**config.mk**
```make
export PLATFORM = sky130hd
export DESIGN_NAME = fir_filter_q15
export DESIGN_NICKNAME = d
export VERILOG_FILES = /design/src/design/fq15_pkg.sv /design/src/design/fq15_taps.sv /design/src/design/fq15_mac.sv /design/src/design/fir_filter_q15.sv
export SDC_FILE = /design/constraint.sdc
export NUM_CORES = 2
export LEC_CHECK = 0
export BUFFER_PORTS_ARGS = -buffer_cell sky130_fd_sc_hd__clkbuf_2
export CAP_MARGIN = 5
export CORE_AREA = 2 2 459 461
export CTS_CLUSTER_DIAMETER = 150
export CTS_CLUSTER_SIZE = 30
export DETAILED_ROUTE_END_ITERATION = 10
export DIE_AREA = 0 0 461 463
export PLACE_DENSITY = 0.5
export SYNTH_ARGS = -nofsm -noshare
export SYNTH_HDL_FRONTEND = slang
export SYNTH_SLANG_ARGS = --single-unit
```
**constraint.sdc**
```tcl
create_clock -name clk_i -period 23.5 [get_ports clk_i]
set_clock_uncertainty 0.15 [all_clocks]
set_input_delay 7.05 -clock clk_i [delete_from_list [all_inputs] [get_ports clk_i]]
set_output_delay 7.05 -clock clk_i [all_outputs]
set_load 0.05 [all_outputs]
```
**src/design/fq15_pkg.sv**
```systemverilog
// ----------------------------------------------------------------------------
// fq15_pkg
// shared constants and control structs of the q15 fir filter
// ----------------------------------------------------------------------------
`default_nettype none

package fq15_pkg;

  localparam int TAPS      = 32;
  localparam int IDX_W     = (TAPS > 1) ? $clog2(TAPS) : 1;
  localparam int SAMPLE_W  = 16;
  localparam int ACC_W     = 32;
  localparam int SHIFT_W   = 5;
  localparam int CIDX_W    = 5;

  localparam logic [SHIFT_W-1:0] SHIFT_RESET = SHIFT_W'(15);

  localparam logic FUNC_FILTER = 1'b0;
  localparam logic FUNC_COEF   = 1'b1;

  typedef struct packed {
    logic                       sample_we;
    logic signed [SAMPLE_W-1:0] sample;
    logic                       coef_we;
    logic [IDX_W-1:0]           coef_idx;
    logic signed [SAMPLE_W-1:0] coef_val;
    logic                       shift_en;
    logic [IDX_W-1:0]           rd_idx;
  } tap_ctrl_t;

  typedef struct packed {
    logic clear;
    logic mul_en;
  } mac_ctrl_t;

endpackage

`default_nettype wire

```
**src/design/fq15_taps.sv**
```systemverilog
// ----------------------------------------------------------------------------
// fq15_taps
// delay line and coefficient storage with one indexed read port
// ----------------------------------------------------------------------------
`default_nettype none

module fq15_taps (
  input  wire logic                                clk_i,
  input  wire logic                                rst_ni,
  input  wire fq15_pkg::tap_ctrl_t                 ctrl_i,
  output logic signed [fq15_pkg::SAMPLE_W-1:0]     rd_sample_o,
  output logic signed [fq15_pkg::SAMPLE_W-1:0]     rd_coef_o
);
  import fq15_pkg::*;

  logic signed [SAMPLE_W-1:0] delay_q [TAPS];
  logic signed [SAMPLE_W-1:0] coef_q  [TAPS];

  always_ff @(posedge clk_i or negedge rst_ni) begin
    if (!rst_ni) begin
      for (int i = 0; i < TAPS; i++) begin
        delay_q[i] <= '0;
      end
    end else if (ctrl_i.sample_we) begin
      delay_q[0] <= ctrl_i.sample;
    end else if (ctrl_i.shift_en) begin
      for (int i = 1; i < TAPS; i++) begin
        delay_q[i] <= delay_q[i-1];
      end
    end
  end

  always_ff @(posedge clk_i or negedge rst_ni) begin
    if (!rst_ni) begin
      for (int i = 0; i < TAPS; i++) begin
        coef_q[i] <= '0;
      end
    end else if (ctrl_i.coef_we) begin
      coef_q[ctrl_i.coef_idx] <= ctrl_i.coef_val;
    end
  end

  assign rd_sample_o = delay_q[ctrl_i.rd_idx];
  assign rd_coef_o   = coef_q[ctrl_i.rd_idx];

endmodule

`default_nettype wire

```
**src/design/fq15_mac.sv**
```systemverilog
// ----------------------------------------------------------------------------
// fq15_mac
// shared multiply-accumulate unit, product registered before the wrapping add
// ----------------------------------------------------------------------------
`default_nettype none

module fq15_mac (
  input  wire logic                                clk_i,
  input  wire logic                                rst_ni,
  input  wire fq15_pkg::mac_ctrl_t                 ctrl_i,
  input  wire logic signed [fq15_pkg::SAMPLE_W-1:0] sample_i,
  input  wire logic signed [fq15_pkg::SAMPLE_W-1:0] coef_i,
  output logic        [fq15_pkg::ACC_W-1:0]        acc_o
);
  import fq15_pkg::*;

  logic signed [ACC_W-1:0] prod;
  logic signed [ACC_W-1:0] prod_q;
  logic                    prod_vld_q;
  logic        [ACC_W-1:0] acc_q;

  // full-width signed product
  assign prod = sample_i * coef_i;

  always_ff @(posedge clk_i or negedge rst_ni) begin
    if (!rst_ni) begin
      prod_vld_q <= 1'b0;
    end else begin
      prod_vld_q <= ctrl_i.mul_en;
    end
  end

  always_ff @(posedge clk_i) begin
    if (ctrl_i.mul_en) begin
      prod_q <= prod;
    end
  end

  always_ff @(posedge clk_i) begin
    if (ctrl_i.clear) begin
      acc_q <= '0;
    end else if (prod_vld_q) begin
      acc_q <= acc_q + prod_q;
    end
  end

  assign acc_o = acc_q;

endmodule

`default_nettype wire

```
**src/design/fir_filter_q15.sv**
```systemverilog
// ----------------------------------------------------------------------------
// fir_filter_q15
// 32-tap direct-form fir filter on q1.15 samples with one shared mac
// ----------------------------------------------------------------------------
// usage:
//   input items arrive on s_axis; tuser selects filter (0) or coefficient
//   write (1). a coefficient write gives no item.
//   a filter item runs one multiply-accumulate per tap, one tap a cycle
//   through the shared multiplier, then the last add in S_LAST and the result
//   shift and output register load in S_OUT: the result shows on m_axis and
//   s_axis_tready rises in the same cycle, so a new sample is only taken once
//   the result of the last one is loaded.
//   s_axis_tready is low while a sample is in work. if the receiver stalls
//   with a result still held, a finished sum waits in its final state until
//   the output register frees up. cfg_we_i writes the result shift; write it
//   only while idle.
//   reset clears the delay line and all coefficients and sets the shift to
//   15; no item is pending after reset.
// ----------------------------------------------------------------------------
`default_nettype none

module fir_filter_q15 (
  input  wire logic        clk_i,
  input  wire logic        rst_ni,
  input  wire logic        s_axis_tvalid_i,
  output logic             s_axis_tready_o,
  // [15:0] sample_in, [20:16] coef_index, [36:21] coef_value, [39:37] zero
  input  wire logic [39:0] s_axis_tdata_i,
  // [0] func
  input  wire logic        s_axis_tuser_i,
  output logic             m_axis_tvalid_o,
  input  wire logic        m_axis_tready_i,
  // [15:0] sample_out
  output logic [15:0]      m_axis_tdata_o,
  input  wire logic        cfg_we_i,
  input  wire logic [4:0]  cfg_wdata_i
);
  import fq15_pkg::*;

  typedef enum logic [3:0] {
    S_IDLE = 4'b0001,
    S_RUN  = 4'b0010,
    S_LAST = 4'b0100,
    S_OUT  = 4'b1000
  } state_e;

  state_e                     state_q, state_d;
  logic [IDX_W-1:0]           idx_q, idx_d;
  logic [SHIFT_W-1:0]         shift_q;
  logic                       out_vld_q;
  logic [SAMPLE_W-1:0]        out_data_q;

  logic                       in_acc;
  logic                       out_free;
  logic                       load_out;
  logic signed [SAMPLE_W-1:0] in_sample;
  logic [CIDX_W-1:0]          in_cidx;
  logic signed [SAMPLE_W-1:0] in_cval;

  tap_ctrl_t                  tap_ctrl;
  mac_ctrl_t                  mac_ctrl;
  logic signed [SAMPLE_W-1:0] rd_sample;
  logic signed [SAMPLE_W-1:0] rd_coef;
  logic        [ACC_W-1:0]    acc;
  logic signed [ACC_W-1:0]    acc_sh;

  assign in_sample = s_axis_tdata_i[15:0];
  assign in_cidx   = s_axis_tdata_i[20:16];
  assign in_cval   = s_axis_tdata_i[36:21];

  assign s_axis_tready_o = (state_q == S_IDLE);
  assign in_acc          = s_axis_tvalid_i && s_axis_tready_o;
  assign out_free        = !out_vld_q || m_axis_tready_i;
  assign load_out        = (state_q == S_OUT) && out_free;

  always_comb begin
    state_d = state_q;
    idx_d   = idx_q;
    case (state_q)
      S_IDLE: begin
        if (in_acc && (s_axis_tuser_i == FUNC_FILTER)) begin
          state_d = S_RUN;
          idx_d   = '0;
        end
      end
      S_RUN: begin
        if (idx_q == IDX_W'(TAPS - 1)) begin
          state_d = S_LAST;
        end else begin
          idx_d = idx_q + 1'b1;
        end
      end
      S_LAST: begin
        state_d = S_OUT;
      end
      S_OUT: begin
        if (out_free) begin
          state_d = S_IDLE;
        end
      end
      default: begin
        state_d = S_IDLE;
      end
    endcase
  end

  always_ff @(posedge clk_i or negedge rst_ni) begin
    if (!rst_ni) begin
      state_q <= S_IDLE;
      idx_q   <= '0;
    end else begin
      state_q <= state_d;
      idx_q   <= idx_d;
    end
  end

  always_ff @(posedge clk_i or negedge rst_ni) begin
    if (!rst_ni) begin
      shift_q <= SHIFT_RESET;
    end else if (cfg_we_i) begin
      shift_q <= cfg_wdata_i;
    end
  end

  always_comb begin
    tap_ctrl.sample_we = in_acc && (s_axis_tuser_i == FUNC_FILTER);
    tap_ctrl.sample    = in_sample;
    tap_ctrl.coef_we   = in_acc && (s_axis_tuser_i == FUNC_COEF) &&
                         (int'(in_cidx) < TAPS);
    tap_ctrl.coef_idx  = in_cidx[IDX_W-1:0];
    tap_ctrl.coef_val  = in_cval;
    tap_ctrl.shift_en  = (state_q == S_RUN) && (idx_q == IDX_W'(TAPS - 1));
    tap_ctrl.rd_idx    = idx_q;
    mac_ctrl.clear     = tap_ctrl.sample_we;
    mac_ctrl.mul_en    = (state_q == S_RUN);
  end

  fq15_taps u_taps (
    .clk_i       (clk_i),
    .rst_ni      (rst_ni),
    .ctrl_i      (tap_ctrl),
    .rd_sample_o (rd_sample),
    .rd_coef_o   (rd_coef)
  );

  fq15_mac u_mac (
    .clk_i    (clk_i),
    .rst_ni   (rst_ni),
    .ctrl_i   (mac_ctrl),
    .sample_i (rd_sample),
    .coef_i   (rd_coef),
    .acc_o    (acc)
  );

  assign acc_sh = $signed(acc) >>> shift_q;

  always_ff @(posedge clk_i or negedge rst_ni) begin
    if (!rst_ni) begin
      out_vld_q <= 1'b0;
    end else if (load_out) begin
      out_vld_q <= 1'b1;
    end else if (m_axis_tready_i) begin
      out_vld_q <= 1'b0;
    end
  end

  always_ff @(posedge clk_i) begin
    if (load_out) begin
      out_data_q <= acc_sh[SAMPLE_W-1:0];
    end
  end

  assign m_axis_tvalid_o = out_vld_q;
  assign m_axis_tdata_o  = out_data_q;

endmodule

`default_nettype wire

```
==> results summary <==
The count of filler cells inserted in the layout is 21200. The critical path is of the reg -> reg type. The floorplan step defined a die boundary enclosing 0.213 mm².

The required arrival time at the worst endpoint is 23.74 ns. STA classifies the critical path endpoint as a flip-flop. The static power due to leakage came out at 31.7 nW. The clock slew at the register clock pins of the worst setup and hold paths came out at 0.12 ns. The class of the tightest hold or removal check is reg -> reg.

The slew at the pin with the worst max-slew slack came out at 1.41 ns. The number of enable-type register cells in the synthesized netlist came out at 48. The via count of the first global-routing pass was 39700. The share of flip-flops with an asynchronous set or reset came out at 92.9%.

The number of gates resized after CTS is 0. The fraction of layout instances using a drive strength above 1 came out at 21.8%. The clock latency at the later pin of the worst-skew pair came out at 0.75 ns. The pin count of the biggest net entering global routing came out at 255. The global-route wire length before repair is 233 mm.

The worst-case clock buffer depth came out at 3. The H-tree level count is 2. The number of buffers inserted by post-CTS setup repair is 0. The number of max-cap violations came out at 0. The number of antenna violations at the first check in global routing came out at 13.

The tree is rooted in a sky130_fd_sc_hd__clkbuf_16. The peak fanout along the critical path is 60. The total nets after synthesis is 5883. The post-route fraction of the period consumed by the critical path came out at 44.9%.

The normalized max-slew margin is 6.16%. The post-detailed-placement half-perimeter wirelength is 91.7 mm. The final hold violation count was 0.

The maximum clock frequency came out at 0.0947 GHz. The region available for standard cell placement spans 0.209 mm². The total detailed-routing wirelength came out at 144 mm. The overall power of the completed layout is 0.00483 W. The pre-CTS worst setup slack is 12.27 ns. The final-report setup violation count came out at 0. The total congestion overflow after global routing came out at 0. The total negative slack for setup checks is 0 ns. The mean number of vias per cell is 4.74.

The number of placement rows came out at 168. The total CTS buffers came out at 44. For this run, design rule violations remaining after detail routing come to 0.

The worst ir drop on vdd is 0.0646 mV. The pre-antenna-repair detailed-routing pass consisted of 5 iterations. The die is 463 µm tall. The number of input and output port buffers inserted came out at 65. The slack of the critical path came out at 12.94 ns. The arrival time of data at the critical path endpoint is 10.79 ns. Buffers inserted to repair hold after CTS numbered 0.

The number of top-level pins is 69. The final design utilization is 31.9%. The worst setup path is launched from a flip-flop. The total routing resource utilization after global routing is 13.6%. The flow ran to the end, and the final reports show no timing, DRC or antenna violations. During synthesis, Yosys emitted a total of 0 warnings. In the synthesized netlist the dominant register cell turns out to be sky130_fd_sc_hd__dfrtp_1. After synthesis, the netlist uses 69 different library cells. The instance count of the mapped netlist came out at 5454. The growth of design area from synthesis to finish came out at 6.97%. The per-cell routed wire length is 17.8 µm. The final weighted congestion of routability-driven global placement came out at 0.801. The clock drives 1120 sinks.

Each instance of the synthesized netlist takes up on average 11.4 µm². At the end of the flow, the number of nets in the layout was 5725. After the first detailed-routing iteration, the DRC count stood at 2732. The starting density of the core is 29.8%. Setup repair after global routing left no endpoint under its margin. The cell area that synthesis handed to floorplanning was 0.0622 mm². The post-route cell area came out at 0.0665 mm². Counting flops and latches in the post-synthesis netlist gives 1120.

The total power divided by cell area came out at 72.6 mW/mm². The clock tree from TritonCTS is done. The portion of the post-synthesis area used by sequential elements came out at 45.2%.

The detail route stage leaves a number of antenna-violating nets equal to 0. The cell area reported after detailed placement came out at 0.0653 mm². The number of vias in the routed layout is 38400. The die extent in x is 461 µm. The final critical delay including setup and external delays came out at 10.56 ns. The count of pins over their slew limit is 0.
layout by cell type, fill, tap and decap left out, types with 10 or more instances in the layout:
cell	Yosys	final
sky130_fd_sc_hd__a21o_1	16	16
sky130_fd_sc_hd__o211ai_1	13	13
sky130_fd_sc_hd__ha_1	115	115
sky130_fd_sc_hd__nor2_1	241	216
sky130_fd_sc_hd__nand2b_1	37	37
sky130_fd_sc_hd__fa_1	263	263
sky130_fd_sc_hd__a21oi_1	72	72
sky130_fd_sc_hd__mux4_2	334	334
sky130_fd_sc_hd__xnor2_1	34	34
sky130_fd_sc_hd__clkbuf_2	0	64
sky130_fd_sc_hd__or2_2	22	22
sky130_fd_sc_hd__dfrtp_1	1035	1029
sky130_fd_sc_hd__nor2b_1	32	31
sky130_fd_sc_hd__mux2i_4	16	16
sky130_fd_sc_hd__mux2i_1	54	53
sky130_fd_sc_hd__dfxtp_1	32	32
sky130_fd_sc_hd__a211oi_1	16	16
sky130_fd_sc_hd__nand2_1	1656	1655
sky130_fd_sc_hd__nor2_4	0	10
sky130_fd_sc_hd__clkbuf_16	0	44
sky130_fd_sc_hd__edfxtp_1	48	48
sky130_fd_sc_hd__buf_4	23	67
sky130_fd_sc_hd__inv_1	307	306
sky130_fd_sc_hd__and3_1	12	12
sky130_fd_sc_hd__o21ai_0	50	50
sky130_fd_sc_hd__xor2_1	24	24
sky130_fd_sc_hd__inv_2	12	12
sky130_fd_sc_hd__mux2_2	533	533
sky130_fd_sc_hd__nor2_2	4	19
sky130_fd_sc_hd__nand3_1	14	14
cell usage after synthesis (19+ instances only):
cell / number / area, µm²
sky130_fd_sc_hd__a21oi_1: 72 / 360
sky130_fd_sc_hd__buf_1: 19 / 71.3
sky130_fd_sc_hd__buf_2: 61 / 305
sky130_fd_sc_hd__buf_4: 23 / 173
sky130_fd_sc_hd__clkbuf_1: 225 / 845
sky130_fd_sc_hd__dfrtp_1: 1035 / 25900
sky130_fd_sc_hd__dfxtp_1: 32 / 641
sky130_fd_sc_hd__edfxtp_1: 48 / 1440
sky130_fd_sc_hd__fa_1: 263 / 5270
sky130_fd_sc_hd__ha_1: 115 / 1440
sky130_fd_sc_hd__inv_1: 307 / 1150
sky130_fd_sc_hd__mux2_2: 533 / 6000
sky130_fd_sc_hd__mux2i_1: 54 / 541
sky130_fd_sc_hd__mux4_2: 334 / 7520
sky130_fd_sc_hd__nand2_1: 1656 / 6220
sky130_fd_sc_hd__nand2b_1: 37 / 231
sky130_fd_sc_hd__nor2_1: 241 / 905
sky130_fd_sc_hd__nor2b_1: 32 / 200
sky130_fd_sc_hd__o21ai_0: 50 / 250
sky130_fd_sc_hd__or2_2: 22 / 138
sky130_fd_sc_hd__xnor2_1: 34 / 298
sky130_fd_sc_hd__xor2_1: 24 / 210
power by group:
part	internal [W]	switching (W)	leakage, nW
sequential	0.00210	0.000104	14.9
clock	0.000355	0.000636	0.608
combinational	0.000719	0.000916	16.2
total	0.00318	0.00166	31.7
critical path: stages, from the launching register on:
cell	delay [ns]
sky130_fd_sc_hd__dfrtp_4	1.06
sky130_fd_sc_hd__buf_4	0.82
sky130_fd_sc_hd__buf_4	0.75
sky130_fd_sc_hd__mux4_2	0.42
sky130_fd_sc_hd__mux4_2	0.53
sky130_fd_sc_hd__mux2i_4	0.67
sky130_fd_sc_hd__nor2_1	0.11
sky130_fd_sc_hd__fa_1	0.51
sky130_fd_sc_hd__inv_1	0.05
sky130_fd_sc_hd__fa_1	0.45
sky130_fd_sc_hd__fa_1	0.50
sky130_fd_sc_hd__fa_1	0.54
sky130_fd_sc_hd__inv_1	0.06
sky130_fd_sc_hd__fa_1	0.48
sky130_fd_sc_hd__inv_1	0.05
sky130_fd_sc_hd__fa_1	0.47
sky130_fd_sc_hd__inv_1	0.04
sky130_fd_sc_hd__ha_1	0.32
sky130_fd_sc_hd__and4_1	0.22
sky130_fd_sc_hd__a211o_1	0.32
sky130_fd_sc_hd__a2111oi_0	0.51
sky130_fd_sc_hd__o21ai_0	0.32
sky130_fd_sc_hd__a311oi_1	0.36
sky130_fd_sc_hd__o21ai_0	0.15
sky130_fd_sc_hd__xor2_1	0.18
sequential cells by signal, indices dropped and copies added, names as in the netlist:
| register | cells |
|---|---|
| m_axis_tdata_o | 16 |
| u_taps.delay_q | 512 |
| state_q | 4 |
| m_axis_tvalid_o | 1 |
| shift_q | 5 |
| u_taps.coef_q | 512 |
| idx_q | 5 |
| u_mac.prod_q | 32 |
| u_mac.prod_vld_q | 1 |
| u_mac.acc_o | 32 |
metal layers:
metal  wire [µm]  global-route usage, %
met1       69900                   20.0
met2       67400                   21.8
met5          84                      0
met3        4860                   1.63
met4        2230                   2.50
area by class of cell:
cell class	instances	area [µm²]	share of cell area, %
timing repair buffer	137	938	1.41
clock buffer	48	1120	1.68
antenna	4	10.0	0.0150
multi-input combinational	3674	31500	47.3
sequential	1120	28100	42.3
inverter	319	1200	1.81
clock inverter	7	143	0.214
tap	2805	3510	5.27
metrics by stage:
stage	hold WS, ns	instances
6_report	0.311	8114
5_1_grt	0.337	8112
4_1_cts	0.316	8110
3_5_place_dp	0.313	8055
3_3_place_gp	0.304	8055
2_1_floorplan	0.291	5454
worst paths after layout:
check | start | end | slack, ns | cells past startpoint
min | u_taps.delay_q[339] | u_taps.delay_q[323] | 0.31 | 2
max | idx_q[1] | u_mac.prod_q[30] | 12.94 | 24
max reg2reg | idx_q[1] | u_mac.prod_q[30] | 12.94 | 24
max in group asynchronous | rst_ni | u_taps.delay_q[231] | 13.23 | 5
min reg2reg | u_taps.delay_q[339] | u_taps.delay_q[323] | 0.31 | 2
min in group asynchronous | rst_ni | u_taps.coef_q[396] | 6.15 | 1
logic make-up (layout without fill, tap and decap cells):
| logic type | after synthesis | after routing | share of synthesized area [%] |
|---|---|---|---|
| mux | 941 | 941 | 23.3 |
| simple gates | 2073 | 2073 | 13.3 |
| fa+ha+maj | 378 | 378 | 10.8 |
| compound gates | 224 | 224 | 2.27 |
| flops | 1120 | 1120 | 45.2 |
| xor+xnor | 58 | 58 | 0.817 |
| other cells | 0 | 4 | 0 |
| buf+inv | 660 | 511 | 4.40 |
No activity file was read; power rests on OpenSTA's default activity.
